$ cat src/hdl/fer_pkg.sv
package fer_pkg;

   localparam int NUM_SETS  = 7;
   localparam int HALF_SETS = 3;

   localparam int GAIN_W     = 24;
   localparam int LIMIT_W    = 15;
   localparam int RULES_AB_W = 63;
   localparam int RULES_C_W  = 21;
   localparam int CSR_IDX_W  = 3;
   localparam int CSR_DATA_W = 63;
   localparam int DRIVE_W    = 16;

   localparam logic [CSR_IDX_W-1:0] CSR_GAIN_ERROR   = 3'd0;
   localparam logic [CSR_IDX_W-1:0] CSR_GAIN_CHANGE  = 3'd1;
   localparam logic [CSR_IDX_W-1:0] CSR_DRIVE_LIMIT  = 3'd2;
   localparam logic [CSR_IDX_W-1:0] CSR_RULES_FIRST  = 3'd3;
   localparam logic [CSR_IDX_W-1:0] CSR_RULES_SECOND = 3'd4;
   localparam logic [CSR_IDX_W-1:0] CSR_RULES_THIRD  = 3'd5;

   localparam logic [GAIN_W-1:0]  GAIN_RESET  = 24'd65536;
   localparam logic [LIMIT_W-1:0] LIMIT_RESET = 15'd32767;

   // Q16 membership arithmetic
   localparam int FRAC_W  = 16;
   localparam int MU_W    = 17;
   localparam int SET_W   = 3;
   localparam int SETP_W  = 4;
   localparam int XS_W    = 19;
   localparam int SAT_Q16 = 196608;
   localparam logic [MU_W-1:0] ONE_Q16 = 17'd65536;
   localparam logic [XS_W-1:0] XS_MAX  = 19'd393216;
   localparam logic [XS_W-1:0] XS_MID  = 19'd196608;

   // rule table
   localparam int RULE_W    = 3;
   localparam int RULE_IDX_W = 6;
   localparam int TABLE_W   = RULES_AB_W + RULES_AB_W + RULES_C_W;
   localparam logic [RULE_W-1:0] RULE_MIN_CODE = 3'b100;

   // shared multiplier and accumulation
   localparam int MUL_A_W = 25;
   localparam int MUL_B_MIN_W = 18;
   localparam int PROD_W  = 34;
   localparam int ACC_W   = 36;
   localparam int MAG_W   = 34;
   localparam int SPLIT_W = 17;
   localparam int LP_W    = 32;
   localparam int SCALE_W = 49;
   localparam int QUO_W   = 17;
   localparam logic [SCALE_W-1:0] ROUND_HALF = 49'h1_8000_0000;
   localparam logic [QUO_W-1:0] RECIP_THIRD = 17'd43691;
   localparam int RECIP_SHIFT = 17;

   typedef struct packed {
      logic [SET_W-1:0]  k;
      logic [FRAC_W-1:0] f;
   } fuzz_type;

   typedef logic [TABLE_W-1:0] table_type;

   function automatic logic [RULE_W-1:0] rule_pick(input table_type tbl,
                                                   input logic [RULE_IDX_W-1:0] idx);
      logic [7:0] pos;
      pos = 8'({2'b00, idx} * 8'd3);
      return tbl[pos +: RULE_W];
   endfunction

endpackage

$ cat src/hdl/fuzzy_error_rate_controller.sv
// Two-input fuzzy controller over a 7x7 rule table.
// req channel: req_valid/req_stall with req_setpoint and req_measured. An item
// transfers at a clock edge with req_valid high and req_stall low.
// rsp channel: rsp_valid/rsp_stall with rsp_drive and rsp_limited, one result
// per request, in order.
// csr port: csr_wr_en, csr_index, csr_wdata; gains (Q8.16), drive limit and the
// three rule words. Write only while no request is in flight.
// Each request runs through one shared multiplier under a sequencer: error
// gain, change gain, four rule weights (multiply then accumulate), two limit
// partial products, rounding and a divide by three via reciprocal. req_stall
// stays high from the request transfer until the result is registered, so a new
// request is not taken before the previous one has run through every step.
// The result sits in an output register; the next request can transfer while
// it waits. If rsp_stall holds the result when the next one is done, the
// sequencer waits in its last step until the output register frees up.
// Reset (synchronous, active high) clears the previous error, restores the
// register defaults and drops rsp_valid.
module fuzzy_error_rate_controller #(
   parameter int SAMPLE_WIDTH = 16
) (
   input  logic                             clock,
   input  logic                             reset,
   input  logic                             req_valid,
   output logic                             req_stall,
   input  logic signed [SAMPLE_WIDTH-1:0]   req_setpoint,
   input  logic signed [SAMPLE_WIDTH-1:0]   req_measured,
   output logic                             rsp_valid,
   input  logic                             rsp_stall,
   output logic signed [fer_pkg::DRIVE_W-1:0] rsp_drive,
   output logic                             rsp_limited,
   input  logic                             csr_wr_en,
   input  logic [fer_pkg::CSR_IDX_W-1:0]    csr_index,
   input  logic [fer_pkg::CSR_DATA_W-1:0]   csr_wdata
);

   localparam int ERR_W = SAMPLE_WIDTH + 1;
   localparam int CHG_W = SAMPLE_WIDTH + 2;
   localparam int MUL_B_W = (CHG_W > fer_pkg::MUL_B_MIN_W) ? CHG_W : fer_pkg::MUL_B_MIN_W;
   localparam int MUL_A_W = fer_pkg::MUL_A_W;
   localparam int MUL_P_W = MUL_A_W + MUL_B_W;

   localparam logic [3:0] ST_IDLE   = 4'd0;
   localparam logic [3:0] ST_GAIN_E = 4'd1;
   localparam logic [3:0] ST_GAIN_D = 4'd2;
   localparam logic [3:0] ST_WMUL   = 4'd3;
   localparam logic [3:0] ST_WACC   = 4'd4;
   localparam logic [3:0] ST_LIM_LO = 4'd5;
   localparam logic [3:0] ST_LIM_HI = 4'd6;
   localparam logic [3:0] ST_ROUND  = 4'd7;
   localparam logic [3:0] ST_DIV    = 4'd8;

   logic [3:0] state_ff, state_in;
   logic [1:0] cnt_ff, cnt_in;

   logic [fer_pkg::GAIN_W-1:0]     gain_e_ff, gain_d_ff;
   logic [fer_pkg::LIMIT_W-1:0]    limit_ff;
   logic [fer_pkg::RULES_AB_W-1:0] rules_a_ff, rules_b_ff;
   logic [fer_pkg::RULES_C_W-1:0]  rules_c_ff;

   logic signed [ERR_W-1:0] err_ff, prev_ff;
   logic signed [CHG_W-1:0] chg_ff;
   fer_pkg::fuzz_type       fz_e_ff, fz_d_ff, fz;

   logic [fer_pkg::PROD_W-1:0]    prod_ff;
   logic [1:0]                    rmag_ff;
   logic                          rneg_ff;
   logic signed [fer_pkg::ACC_W-1:0] acc_ff;
   logic [fer_pkg::SCALE_W-1:0]   scale_ff;
   logic [fer_pkg::QUO_W-1:0]     quo_ff;

   logic                          rsp_valid_ff;
   logic signed [fer_pkg::DRIVE_W-1:0] drive_ff;
   logic                          limited_ff;

   logic signed [MUL_A_W-1:0] mul_a;
   logic signed [MUL_B_W-1:0] mul_b;
   logic signed [MUL_P_W-1:0] mul_p;

   logic [fer_pkg::MU_W-1:0]   mu_e, mu_d;
   logic [fer_pkg::SETP_W-1:0] set_i, set_j;
   logic [fer_pkg::RULE_IDX_W-1:0] rule_idx;
   logic [fer_pkg::RULE_W-1:0] rule_raw;
   logic [1:0]                 rmag;
   logic                       rneg;
   logic [fer_pkg::ACC_W-1:0]  term;
   logic [fer_pkg::ACC_W-1:0]  acc_abs;
   logic [fer_pkg::MAG_W-1:0]  acc_mag;
   logic [fer_pkg::SCALE_W-1:0] rounded;
   logic [fer_pkg::LIMIT_W-1:0] quo;
   logic [fer_pkg::LIMIT_W-1:0] quo_clip;
   logic                        hit;
   logic                        out_free;

   fer_mul #(
      .A_W(MUL_A_W),
      .B_W(MUL_B_W)
   ) u_mul (
      .a(mul_a),
      .b(mul_b),
      .p(mul_p)
   );

   fer_fuzz #(
      .P_W(MUL_P_W)
   ) u_fuzz (
      .x (mul_p),
      .fz(fz)
   );

   assign req_stall = (state_ff != ST_IDLE);
   assign rsp_valid = rsp_valid_ff;
   assign rsp_drive = drive_ff;
   assign rsp_limited = limited_ff;
   assign out_free = !rsp_valid_ff || !rsp_stall;

   // membership pair for the current weight step
   assign mu_e  = cnt_ff[1] ? {1'b0, fz_e_ff.f} : fer_pkg::ONE_Q16 - {1'b0, fz_e_ff.f};
   assign mu_d  = cnt_ff[0] ? {1'b0, fz_d_ff.f} : fer_pkg::ONE_Q16 - {1'b0, fz_d_ff.f};
   assign set_i = {1'b0, fz_e_ff.k} + fer_pkg::SETP_W'(cnt_ff[1]);
   assign set_j = {1'b0, fz_d_ff.k} + fer_pkg::SETP_W'(cnt_ff[0]);
   assign rule_idx = fer_pkg::RULE_IDX_W'({3'b000, set_i[2:0]} * 6'd7 + {3'b000, set_j[2:0]});
   assign rule_raw = fer_pkg::rule_pick({rules_c_ff, rules_b_ff, rules_a_ff}, rule_idx);

   // out-of-range set only ever carries zero weight; minus four reads as minus three
   always_comb begin
      if (set_i >= fer_pkg::SETP_W'(fer_pkg::NUM_SETS) ||
          set_j >= fer_pkg::SETP_W'(fer_pkg::NUM_SETS)) begin
         rmag = 2'd0;
         rneg = 1'b0;
      end else if (rule_raw == fer_pkg::RULE_MIN_CODE) begin
         rmag = 2'd3;
         rneg = 1'b1;
      end else if (rule_raw[2]) begin
         rmag = 2'(-rule_raw);
         rneg = 1'b1;
      end else begin
         rmag = rule_raw[1:0];
         rneg = 1'b0;
      end
   end

   assign term = (rmag_ff[1] ? {1'b0, prod_ff, 1'b0} : '0) +
                 (rmag_ff[0] ? {2'b00, prod_ff} : '0);
   assign acc_abs = acc_ff[fer_pkg::ACC_W-1] ? fer_pkg::ACC_W'(-acc_ff) : acc_ff;
   assign acc_mag = acc_abs[fer_pkg::MAG_W-1:0];
   assign rounded = scale_ff + fer_pkg::ROUND_HALF;
   assign quo = mul_p[fer_pkg::RECIP_SHIFT+fer_pkg::LIMIT_W-1:fer_pkg::RECIP_SHIFT];
   assign hit = (quo >= limit_ff);
   assign quo_clip = hit ? limit_ff : quo;

   // shared multiplier operand select
   always_comb begin
      mul_a = '0;
      mul_b = '0;
      case (state_ff)
         ST_GAIN_E: begin
            mul_a = {1'b0, gain_e_ff};
            mul_b = MUL_B_W'(err_ff);
         end
         ST_GAIN_D: begin
            mul_a = {1'b0, gain_d_ff};
            mul_b = MUL_B_W'(chg_ff);
         end
         ST_WMUL: begin
            mul_a = MUL_A_W'(mu_e);
            mul_b = MUL_B_W'(mu_d);
         end
         ST_LIM_LO: begin
            mul_a = MUL_A_W'(acc_mag[fer_pkg::SPLIT_W-1:0]);
            mul_b = MUL_B_W'(limit_ff);
         end
         ST_LIM_HI: begin
            mul_a = MUL_A_W'(acc_mag[fer_pkg::MAG_W-1:fer_pkg::SPLIT_W]);
            mul_b = MUL_B_W'(limit_ff);
         end
         ST_DIV: begin
            mul_a = MUL_A_W'(quo_ff);
            mul_b = MUL_B_W'(fer_pkg::RECIP_THIRD);
         end
         default: begin
            mul_a = '0;
            mul_b = '0;
         end
      endcase
   end

   always_comb begin
      state_in = state_ff;
      cnt_in = cnt_ff;
      case (state_ff)
         ST_IDLE: begin
            if (req_valid) begin
               state_in = ST_GAIN_E;
            end
         end
         ST_GAIN_E: state_in = ST_GAIN_D;
         ST_GAIN_D: begin
            state_in = ST_WMUL;
            cnt_in = 2'd0;
         end
         ST_WMUL: state_in = ST_WACC;
         ST_WACC: begin
            cnt_in = cnt_ff + 2'd1;
            state_in = (cnt_ff == 2'd3) ? ST_LIM_LO : ST_WMUL;
         end
         ST_LIM_LO: state_in = ST_LIM_HI;
         ST_LIM_HI: state_in = ST_ROUND;
         ST_ROUND: state_in = ST_DIV;
         ST_DIV: begin
            if (out_free) begin
               state_in = ST_IDLE;
            end
         end
         default: state_in = ST_IDLE;
      endcase
   end

   always_ff @(posedge clock) begin
      if (reset) begin
         state_ff <= ST_IDLE;
         cnt_ff <= 2'd0;
      end else begin
         state_ff <= state_in;
         cnt_ff <= cnt_in;
      end
   end

   // configuration registers
   always_ff @(posedge clock) begin
      if (reset) begin
         gain_e_ff <= fer_pkg::GAIN_RESET;
         gain_d_ff <= fer_pkg::GAIN_RESET;
         limit_ff <= fer_pkg::LIMIT_RESET;
         rules_a_ff <= '0;
         rules_b_ff <= '0;
         rules_c_ff <= '0;
      end else if (csr_wr_en) begin
         case (csr_index)
            fer_pkg::CSR_GAIN_ERROR:   gain_e_ff <= csr_wdata[fer_pkg::GAIN_W-1:0];
            fer_pkg::CSR_GAIN_CHANGE:  gain_d_ff <= csr_wdata[fer_pkg::GAIN_W-1:0];
            fer_pkg::CSR_DRIVE_LIMIT:  limit_ff <= csr_wdata[fer_pkg::LIMIT_W-1:0];
            fer_pkg::CSR_RULES_FIRST:  rules_a_ff <= csr_wdata;
            fer_pkg::CSR_RULES_SECOND: rules_b_ff <= csr_wdata;
            fer_pkg::CSR_RULES_THIRD:  rules_c_ff <= csr_wdata[fer_pkg::RULES_C_W-1:0];
            default: begin
            end
         endcase
      end
   end

   always_ff @(posedge clock) begin
      if (reset) begin
         prev_ff <= '0;
      end else if (state_ff == ST_GAIN_E) begin
         prev_ff <= err_ff;
      end
   end

   // datapath registers
   always_ff @(posedge clock) begin
      case (state_ff)
         ST_IDLE: begin
            err_ff <= ERR_W'(req_setpoint) - ERR_W'(req_measured);
            acc_ff <= '0;
         end
         ST_GAIN_E: begin
            fz_e_ff <= fz;
            chg_ff <= CHG_W'(err_ff) - CHG_W'(prev_ff);
         end
         ST_GAIN_D: fz_d_ff <= fz;
         ST_WMUL: begin
            prod_ff <= mul_p[fer_pkg::PROD_W-1:0];
            rmag_ff <= rmag;
            rneg_ff <= rneg;
         end
         ST_WACC: acc_ff <= rneg_ff ? acc_ff - $signed(term) : acc_ff + $signed(term);
         ST_LIM_LO: scale_ff <= fer_pkg::SCALE_W'(mul_p[fer_pkg::LP_W-1:0]);
         ST_LIM_HI: scale_ff <= scale_ff + {mul_p[fer_pkg::LP_W-1:0], {fer_pkg::SPLIT_W{1'b0}}};
         ST_ROUND: quo_ff <= rounded[fer_pkg::SCALE_W-1:fer_pkg::SCALE_W-fer_pkg::QUO_W];
         default: begin
         end
      endcase
   end

   // output register
   always_ff @(posedge clock) begin
      if (reset) begin
         rsp_valid_ff <= 1'b0;
      end else if (state_ff == ST_DIV && out_free) begin
         rsp_valid_ff <= 1'b1;
      end else if (!rsp_stall) begin
         rsp_valid_ff <= 1'b0;
      end
   end

   always_ff @(posedge clock) begin
      if (state_ff == ST_DIV && out_free) begin
         drive_ff <= acc_ff[fer_pkg::ACC_W-1] ? -$signed({1'b0, quo_clip})
                                               : $signed({1'b0, quo_clip});
         limited_ff <= hit;
      end
   end

endmodule

$ cat src/hdl/fer_mul.sv
module fer_mul #(
   parameter int A_W = 25,
   parameter int B_W = 18
) (
   input  logic signed [A_W-1:0]     a,
   input  logic signed [B_W-1:0]     b,
   output logic signed [A_W+B_W-1:0] p
);

   assign p = a * b;

endmodule

$ cat src/hdl/fer_fuzz.sv
module fer_fuzz #(
   parameter int P_W = 43
) (
   input  logic signed [P_W-1:0] x,
   output fer_pkg::fuzz_type     fz
);

   localparam logic signed [P_W-1:0] SAT_POS = P_W'(fer_pkg::SAT_Q16);
   localparam logic signed [P_W-1:0] SAT_NEG = -SAT_POS;

   logic [fer_pkg::XS_W-1:0] xs;

   // saturate to plus or minus three, then shift up so set 0 sits at zero
   always_comb begin
      if (x > SAT_POS) begin
         xs = fer_pkg::XS_MAX;
      end else if (x < SAT_NEG) begin
         xs = '0;
      end else begin
         xs = x[fer_pkg::XS_W-1:0] + fer_pkg::XS_MID;
      end
   end

   assign fz.k = xs[fer_pkg::XS_W-1:fer_pkg::FRAC_W];
   assign fz.f = xs[fer_pkg::FRAC_W-1:0];

endmodule

$ cat config.mk
export PLATFORM = sky130hd
export DESIGN_NAME = fuzzy_error_rate_controller
export DESIGN_NICKNAME = d
export VERILOG_FILES = /design/src/hdl/fer_pkg.sv /design/src/hdl/fuzzy_error_rate_controller.sv /design/src/hdl/fer_mul.sv /design/src/hdl/fer_fuzz.sv
export SDC_FILE = /design/constraint.sdc
export NUM_CORES = 2
export LEC_CHECK = 0
export ABC_AREA = 1
export BUFFER_PORTS_ARGS = -buffer_cell sky130_fd_sc_hd__buf_4
export CAP_MARGIN = 20
export CORE_AREA = 8 8 284 423
export CTS_BUF_LIST = sky130_fd_sc_hd__clkbuf_8
export DETAILED_ROUTE_END_ITERATION = 10
export DIE_AREA = 0 0 292 431
export HOLD_SLACK_MARGIN = 0.06
export PLACE_DENSITY = 0.62
export SYNTH_ARGS = -nofsm -noshare
export SYNTH_HDL_FRONTEND = slang
export SYNTH_SLANG_ARGS = --single-unit
$ cat constraint.sdc
create_clock -name clock -period 10.1 [get_ports clock]
set_input_delay 1.01 -clock clock [delete_from_list [all_inputs] [get_ports clock]]
set_output_delay 1.01 -clock clock [all_outputs]
set_load 0.02 [all_outputs]
* After elaboration in Yosys (flattened, before gate mapping)
Index checks and enable logic that the tools add are counted.
** Word-level totals
- Flip-flop bits (word level) :: 463
- Bits of input ports :: 103
- Output and inout bits :: 19
- Logic and storage cells :: 113
** Operators by class
- Add/sub/neg operators :: 17
- $mul :: 3
- Order comparisons :: 5
- Eq/ne operators :: 18
- Shifts and indexed selects :: 1
- Muxes and demuxes :: 25
- Reductions and logical operators :: 19
** Operators by type and width (number)
- $shiftx 147x9->3 :: 1
- $pmux 24 s6 :: 1
- $pmux 49 s2 :: 1
- $pmux 18 s5 :: 1
- $pmux 36 s2 :: 1
- $mux 34 :: 2
- $add 49x33->49 const B :: 1
- $add 49x49->49 :: 1
- $gt 43x19->1 const B :: 1
- $lt 43x19->1 const B :: 1
- $mul 25x18->43 :: 1
- $mux 19 :: 2
- $add 35x34->36 :: 1
- $add 36x36->36 :: 1
- $mux 36 :: 1
- $pmux 4 s9 :: 1
- $sub 36x36->36 :: 1
- $mux 35 :: 1
- $mux 17 :: 2
- $neg 34->34 :: 1
- $sub 17x16->17 const A :: 2
- $mux 15 :: 2
- $add 19x18->19 const B :: 1
- $sub 17x17->18 :: 1
- other kinds (34) :: 59

* Logic depth before layout (Yosys ltp)
- Depth after elaboration :: 8
- Depth in mapped cells :: 59
- Depth with buffers taken out :: 59

* Cells and area by module
Synthesis repeated with hierarchy kept, for this count alone.
** Unflattened totals
- Cell total of the unflattened synthesis :: 6532
- Area total of the unflattened synthesis :: 47356.7 um^2
** Modules (own cells, without submodules)
- fuzzy_error_rate_controller :: times used 1, cells each 4054, area an instance 29381.9 um^2, sequential area each 11050.6 um^2
- fer_mul :: times used 1, cells each 2340, area an instance 17341.6 um^2, sequential area each 0.0 um^2
- fer_fuzz :: times used 1, cells each 138, area an instance 633.1 um^2, sequential area each 0.0 um^2

* Worst setup path before layout
OpenSTA, ideal clock, no wires.
- Path kind :: flip-flop to flip-flop
- Start point :: reg state_ff[3]
- End point :: reg drive_ff (netlist bit rsp_drive[8]) (data pin)
- Library setup time :: 0.249 ns
- Arrival :: 9.115 ns
- Required time :: 9.851 ns
- Slack :: 0.736 ns
- Stages on the path, launching flop included :: 48
- Buffers on the path :: 3
- Clock period less this slack :: 9.364 ns
- Cell sequence :: dfxtp_1 nor2_2 nand2_2 inv_1 buf_1 nand2_1 and2_1 inv_1 clkbuf_1 nand2_1 fa_1 inv_1 fa_1 inv_1 fa_1 fa_1 inv_1 fa_1 [... 12 more ...] ha_1 nand2_1 o21ai_0 nand4_1 nand2_1 nand3_1 nand3_2 buf_2 nand2_1 o21ai_2 ha_1 nand2_1 nor2_1 nand3_1 nand2_1 nand2_1 nand2_1 inv_1
** On the way
- Word-level cells in the longest chain between the ends :: 8
- Elaborated cells on any way between the ends :: 14
- Those cells by class :: 1 x add/sub; 1 x mul; 1 x order compare; 6 x eq/ne; 4 x mux; 1 x reduce/logical
** RTL lines
- start, declared :: RTL line fuzzy_error_rate_controller.sv:52 : logic [3:0] state_ff, state_in;
- start signal, assigned :: RTL line fuzzy_error_rate_controller.sv:223 : state_ff <= state_in;
- $eq 4x3->1 :: RTL line fuzzy_error_rate_controller.sv:155 : case (state_ff)
- $reduce_or 2->1 (no line)
- $pmux 18 s5 :: RTL line fuzzy_error_rate_controller.sv:155
- $mul 25x18->43 (*) :: RTL line fer_mul.sv:10 : assign p = a * b;
- via mul_p[18] :: RTL line fuzzy_error_rate_controller.sv:77 : logic signed [MUL_P_W-1:0] mul_p;
- $ge 15x15->1 (*) :: RTL line fuzzy_error_rate_controller.sv:148 : assign hit = (quo >= limit_ff);
- via hit :: RTL line fuzzy_error_rate_controller.sv:91 : logic hit;
- $mux 15 (*) :: RTL line fuzzy_error_rate_controller.sv:149 : assign quo_clip = hit ? limit_ff : quo;
- $neg 15->16 :: RTL line fuzzy_error_rate_controller.sv:298 : drive_ff <= acc_ff[fer_pkg::ACC_W-1] ? -$signed({1'b0, quo_clip})
- $mux 15 (*) :: RTL line fuzzy_error_rate_controller.sv:298
- end signal, assigned :: RTL line fuzzy_error_rate_controller.sv:298
- end, declared :: RTL line fuzzy_error_rate_controller.sv:72 : logic signed [fer_pkg::DRIVE_W-1:0] drive_ff;
Mark *: on every way through the listed nets, which the timed path passes. The rest lies on a longest branch.
A chain may end at the register's enable or synchronous reset.

* Worst setup path in the final report
- Start point :: reg fz_e_ff[1] (netlist name)
- End point :: reg drive_ff (netlist bit rsp_drive[8]) (data pin)
** On the way
- Word-level cells in the longest chain between the ends :: 8
** RTL lines
- start, declared :: RTL line fuzzy_error_rate_controller.sv:62 : fer_pkg::fuzz_type fz_e_ff, fz_d_ff, fz;
- start signal, assigned :: RTL line fuzzy_error_rate_controller.sv:267 : fz_e_ff <= fz;
- $sub 17x16->17 :: RTL line fuzzy_error_rate_controller.sv:117 : assign mu_e = cnt_ff[1] ? {1'b0, fz_e_ff.f} : fer_pkg::ONE_Q16 - {1'b0, fz_e_ff.f};
- $mux 17 (*) :: RTL line fuzzy_error_rate_controller.sv:117
- $pmux 24 s6 (*) :: RTL line fuzzy_error_rate_controller.sv:155
- $mul 25x18->43 (*) :: RTL line fer_mul.sv:10
- via mul_p[22] :: RTL line fuzzy_error_rate_controller.sv:77
- $ge 15x15->1 :: RTL line fuzzy_error_rate_controller.sv:148
- $mux 15 (*) :: RTL line fuzzy_error_rate_controller.sv:149
- $neg 15->16 :: RTL line fuzzy_error_rate_controller.sv:298
- $mux 15 (*) :: RTL line fuzzy_error_rate_controller.sv:298
Marks and branches as above.

==> flow_metrics.env <==
export IMPL_cts_tree="done"
export IMPL_vias_per_cell=5.25
export IMPL_fp_dieArea_sq_mm=0.126
export IMPL_hold_class="flip-flop to flip-flop"
export IMPL_worstHoldStart="rules_a_ff[14]"
export IMPL_ys_seq_area_frac=0.244
export IMPL_switching_share=0.469
export IMPL_synth_top_cell_area_share=0.160
export IMPL_rrSetupSlack_ps=360
export IMPL_htreeDepth=3
export IMPL_synth_edf_count=212
export IMPL_worst_slew_pin_slew_ps=925
export IMPL_synth_area_per_cell_sq_um=7.20
export IMPL_grt_usage=0.254
export IMPL_ir_drop_mv=0.129
export IMPL_p_int_mw=4.77
export IMPL_wl_per_cell_um=20.0
export IMPL_dpl_hpwl_mm=134
export IMPL_die_w_um=292
export IMPL_use_met3=0.0341
export IMPL_busiest_layer="met2"
export IMPL_fp_coreArea_sq_mm=0.114
export IMPL_switchingPower_mw=4.21
export IMPL_postPlaceCellArea_sq_mm=0.0500
export IMPL_max_freq_mhz=103
export IMPL_syn_num_nets=7059
export IMPL_syn_area_sq_mm=0.0452
export IMPL_portBuffers=121
export IMPL_outcome="completed"
export IMPL_rows=152
export IMPL_syn_instance_count=6279
export IMPL_p_clk_frac=0.188
export IMPL_setup_tns_ps=0
export IMPL_critPathKind="flip-flop to flip-flop"
export IMPL_setup_viol=0
export IMPL_ios=122
export IMPL_synth_distinct_cells=64
export IMPL_met1_usage=0.265
export IMPL_final_util=0.458
export IMPL_hold_end="rules_a_ff[14]"
export IMPL_layout_setup_ws_ps=363
export IMPL_ctsLongestPathBuffers=3
export IMPL_ys_seq_elements=446
export IMPL_worstPathArrival_ps=10190
export IMPL_drtIter0Drc=2921
export IMPL_required_ps=10560
export IMPL_grt_pass1_vias=43100
export IMPL_holdWs_ps=442
export IMPL_cp_end_kind="flip-flop"
export IMPL_synth_top_flop_cell="dfxtp_1"
export IMPL_clock_sinks=446
export IMPL_skew_ps=50.6
export IMPL_antenna_found_initial=0
export IMPL_yosysWarnings=0
export IMPL_clkTransAtPathRegs_ps=60
export IMPL_grt_overflow=0
export IMPL_clock_latency_ps=700
export IMPL_initial_core_util=0.397
export IMPL_drive_above_1_share=0.124
export IMPL_path_common_cell="inv_1"
export IMPL_grt_pass1_wl_mm=247
export IMPL_holdBufCountCts=0
export IMPL_design_area_sq_mm=0.0522
export IMPL_drt_total_wl_mm=164
export IMPL_slowest_delay_ps=580
export IMPL_pwr_share_seq=0.246
export IMPL_dpl_worst_slack_ps=-400
export IMPL_worst_r2r_startpoint="fz_e_ff[1]"
export IMPL_grt_max_degree=108
export IMPL_dr_pass1_iters=8
export IMPL_globalplace_congestion=1.01
export IMPL_power_leakage_nw=25.8
export IMPL_drv_slew=0
export IMPL_combPwrFrac=0.567
export IMPL_period_needed_ps=9740
export IMPL_cp_slowest_cell="fa_1"
export IMPL_yosys_area_top_type="fa_1"
export IMPL_die_h_um=431
export IMPL_ys_async_sr_fraction=0
export IMPL_hold_viol_final=0
export IMPL_period_share=0.964
export IMPL_final_nets=7442
export IMPL_p_per_area_mw_per_mm2=172
export IMPL_cts_root_buf="clkbuf_8"
export IMPL_final_common_cell="nand2_1"
export IMPL_drc=0
export IMPL_max_cap_viol_count=0
export IMPL_grt_use_met2=0.458
export IMPL_vias=43000
export IMPL_cp_max_fo=13
export IMPL_layout_common_cells="1,247 x nand2_1, 1,204 x inv_1, 727 x nor2_1"
export IMPL_start_kind="flip-flop"
export IMPL_worstReg2RegEnd="rsp_drive[8]"
export IMPL_synthTopCellsByArea="fa_1 16%, edfxtp_1 14%, nand2_1 10%"
export IMPL_worst_hold_path_num_cells=2
export IMPL_cts_buffers=74
export IMPL_postRouteAntennaNets=0
export IMPL_ff2ff_path_depth=51
export IMPL_relSlewSlack=0.379
export IMPL_syn2layout_area_growth_pct=15.5
cell type report:
cell class / count / area (sq um)
Clock inverter: 49 / 322
Clock buffer: 89 / 1220
Multi-Input combinational cell: 4419 / 29300
Fill cell: 11600 / 61700
Tap cell: 1463 / 1830
Inverter: 1225 / 4650
Timing Repair Buffer: 496 / 3850
Antenna cell: 1 / 2.50
Sequential cell: 446 / 11100
registers in the layout, indices dropped and copies added, names as in the netlist:
| register | flops |
|---|---|
| scale_ff | 32 |
| rules_c_ff | 21 |
| acc_ff | 36 |
| rules_a_ff | 63 |
| gain_e_ff | 24 |
| rmag_ff | 2 |
| rsp_drive | 16 |
| prod_ff | 34 |
| fz_e_ff | 19 |
| chg_ff | 18 |
| cnt_ff | 2 |
| quo_ff | 17 |
| err_ff | 17 |
| prev_ff | 17 |
| gain_d_ff | 24 |
| rules_b_ff | 63 |
| state_ff | 4 |
| rsp_valid | 1 |
| limit_ff | 15 |
| rsp_limited | 1 |
| rneg_ff | 1 |
| fz_d_ff | 19 |
worst max-delay path by stage:
stage | from | endpoint | slack [ps]
global route | acc_ff[1] | rsp_drive[8] | -40
detailed placement | fz_e_ff[0] | rsp_drive[8] | -400
global placement | fz_e_ff[0] | rsp_drive[8] | -280
floorplan | state_ff[3] | rsp_drive[8] | 740
finish | fz_e_ff[1] | rsp_drive[8] | 360
CTS | fz_e_ff[0] | rsp_drive[8] | 8
stage by stage:
step           cells  power (mW)
3_5_place_dp    8031        7.13
6_report        8188        8.99
4_1_cts         8170        8.84
3_3_place_gp    8029        7.10
2_1_floorplan   6279        5.07
5_1_grt         8187        9.54
cells by family after synthesis:
logic type,Yosys count,synth area share
AO/OA/AOI/OAI,1110,0.134
XOR/XNOR,127,0.0255
buffers and inverters,1414,0.118
flip-flops,446,0.244
adder cells (fa/ha/maj),677,0.247
AND/OR/NAND/NOR,2505,0.230
critical path, delay by kind of cell (launching register included):
| family | cells | cell delay (ps) |
|---|---|---|
| flops | 1 | 420 |
| simple gates | 26 | 3460 |
| fa+ha+maj | 9 | 3870 |
| compound gates | 5 | 720 |
| buf+inv | 11 | 1000 |
synthesized netlist by cell type (all sizes together) (38+ instances only):
| library cell | number |
|---|---|
| a21oi | 451 |
| buf | 41 |
| clkbuf | 148 |
| dfxtp | 234 |
| edfxtp | 212 |
| fa | 361 |
| ha | 316 |
| inv | 1211 |
| nand2 | 1300 |
| nand3 | 255 |
| nand4 | 58 |
| nor2 | 773 |
| nor3 | 54 |
| o21ai | 478 |
| xnor2 | 38 |
| xor2 | 89 |
power by group through the flow:
stage	Sequential [mW]	Combinational, mW	Clock (mW)
finish	2.21	5.09	1.69
global route	2.22	5.54	1.78
CTS	2.20	4.92	1.71
detailed placement	2.24	4.89	0
global placement	2.24	4.86	0
floorplan	2.21	2.86	0
metal layers:
layer | vias to the layer above | routed length, um
met5 | - | 0
met4 | 0 | 14900
met3 | 514 | 8680
met2 | 1506 | 82400
met1 | 20300 | 58100
li1 | 20700 | -
timing repair:
item	4_1_cts	5_1_grt
buffers inserted	1	16
pin swaps	3	27
gates resized for setup	12	139
endpoints found under the setup margin	16	25
(Power assumes the default switching activity.)
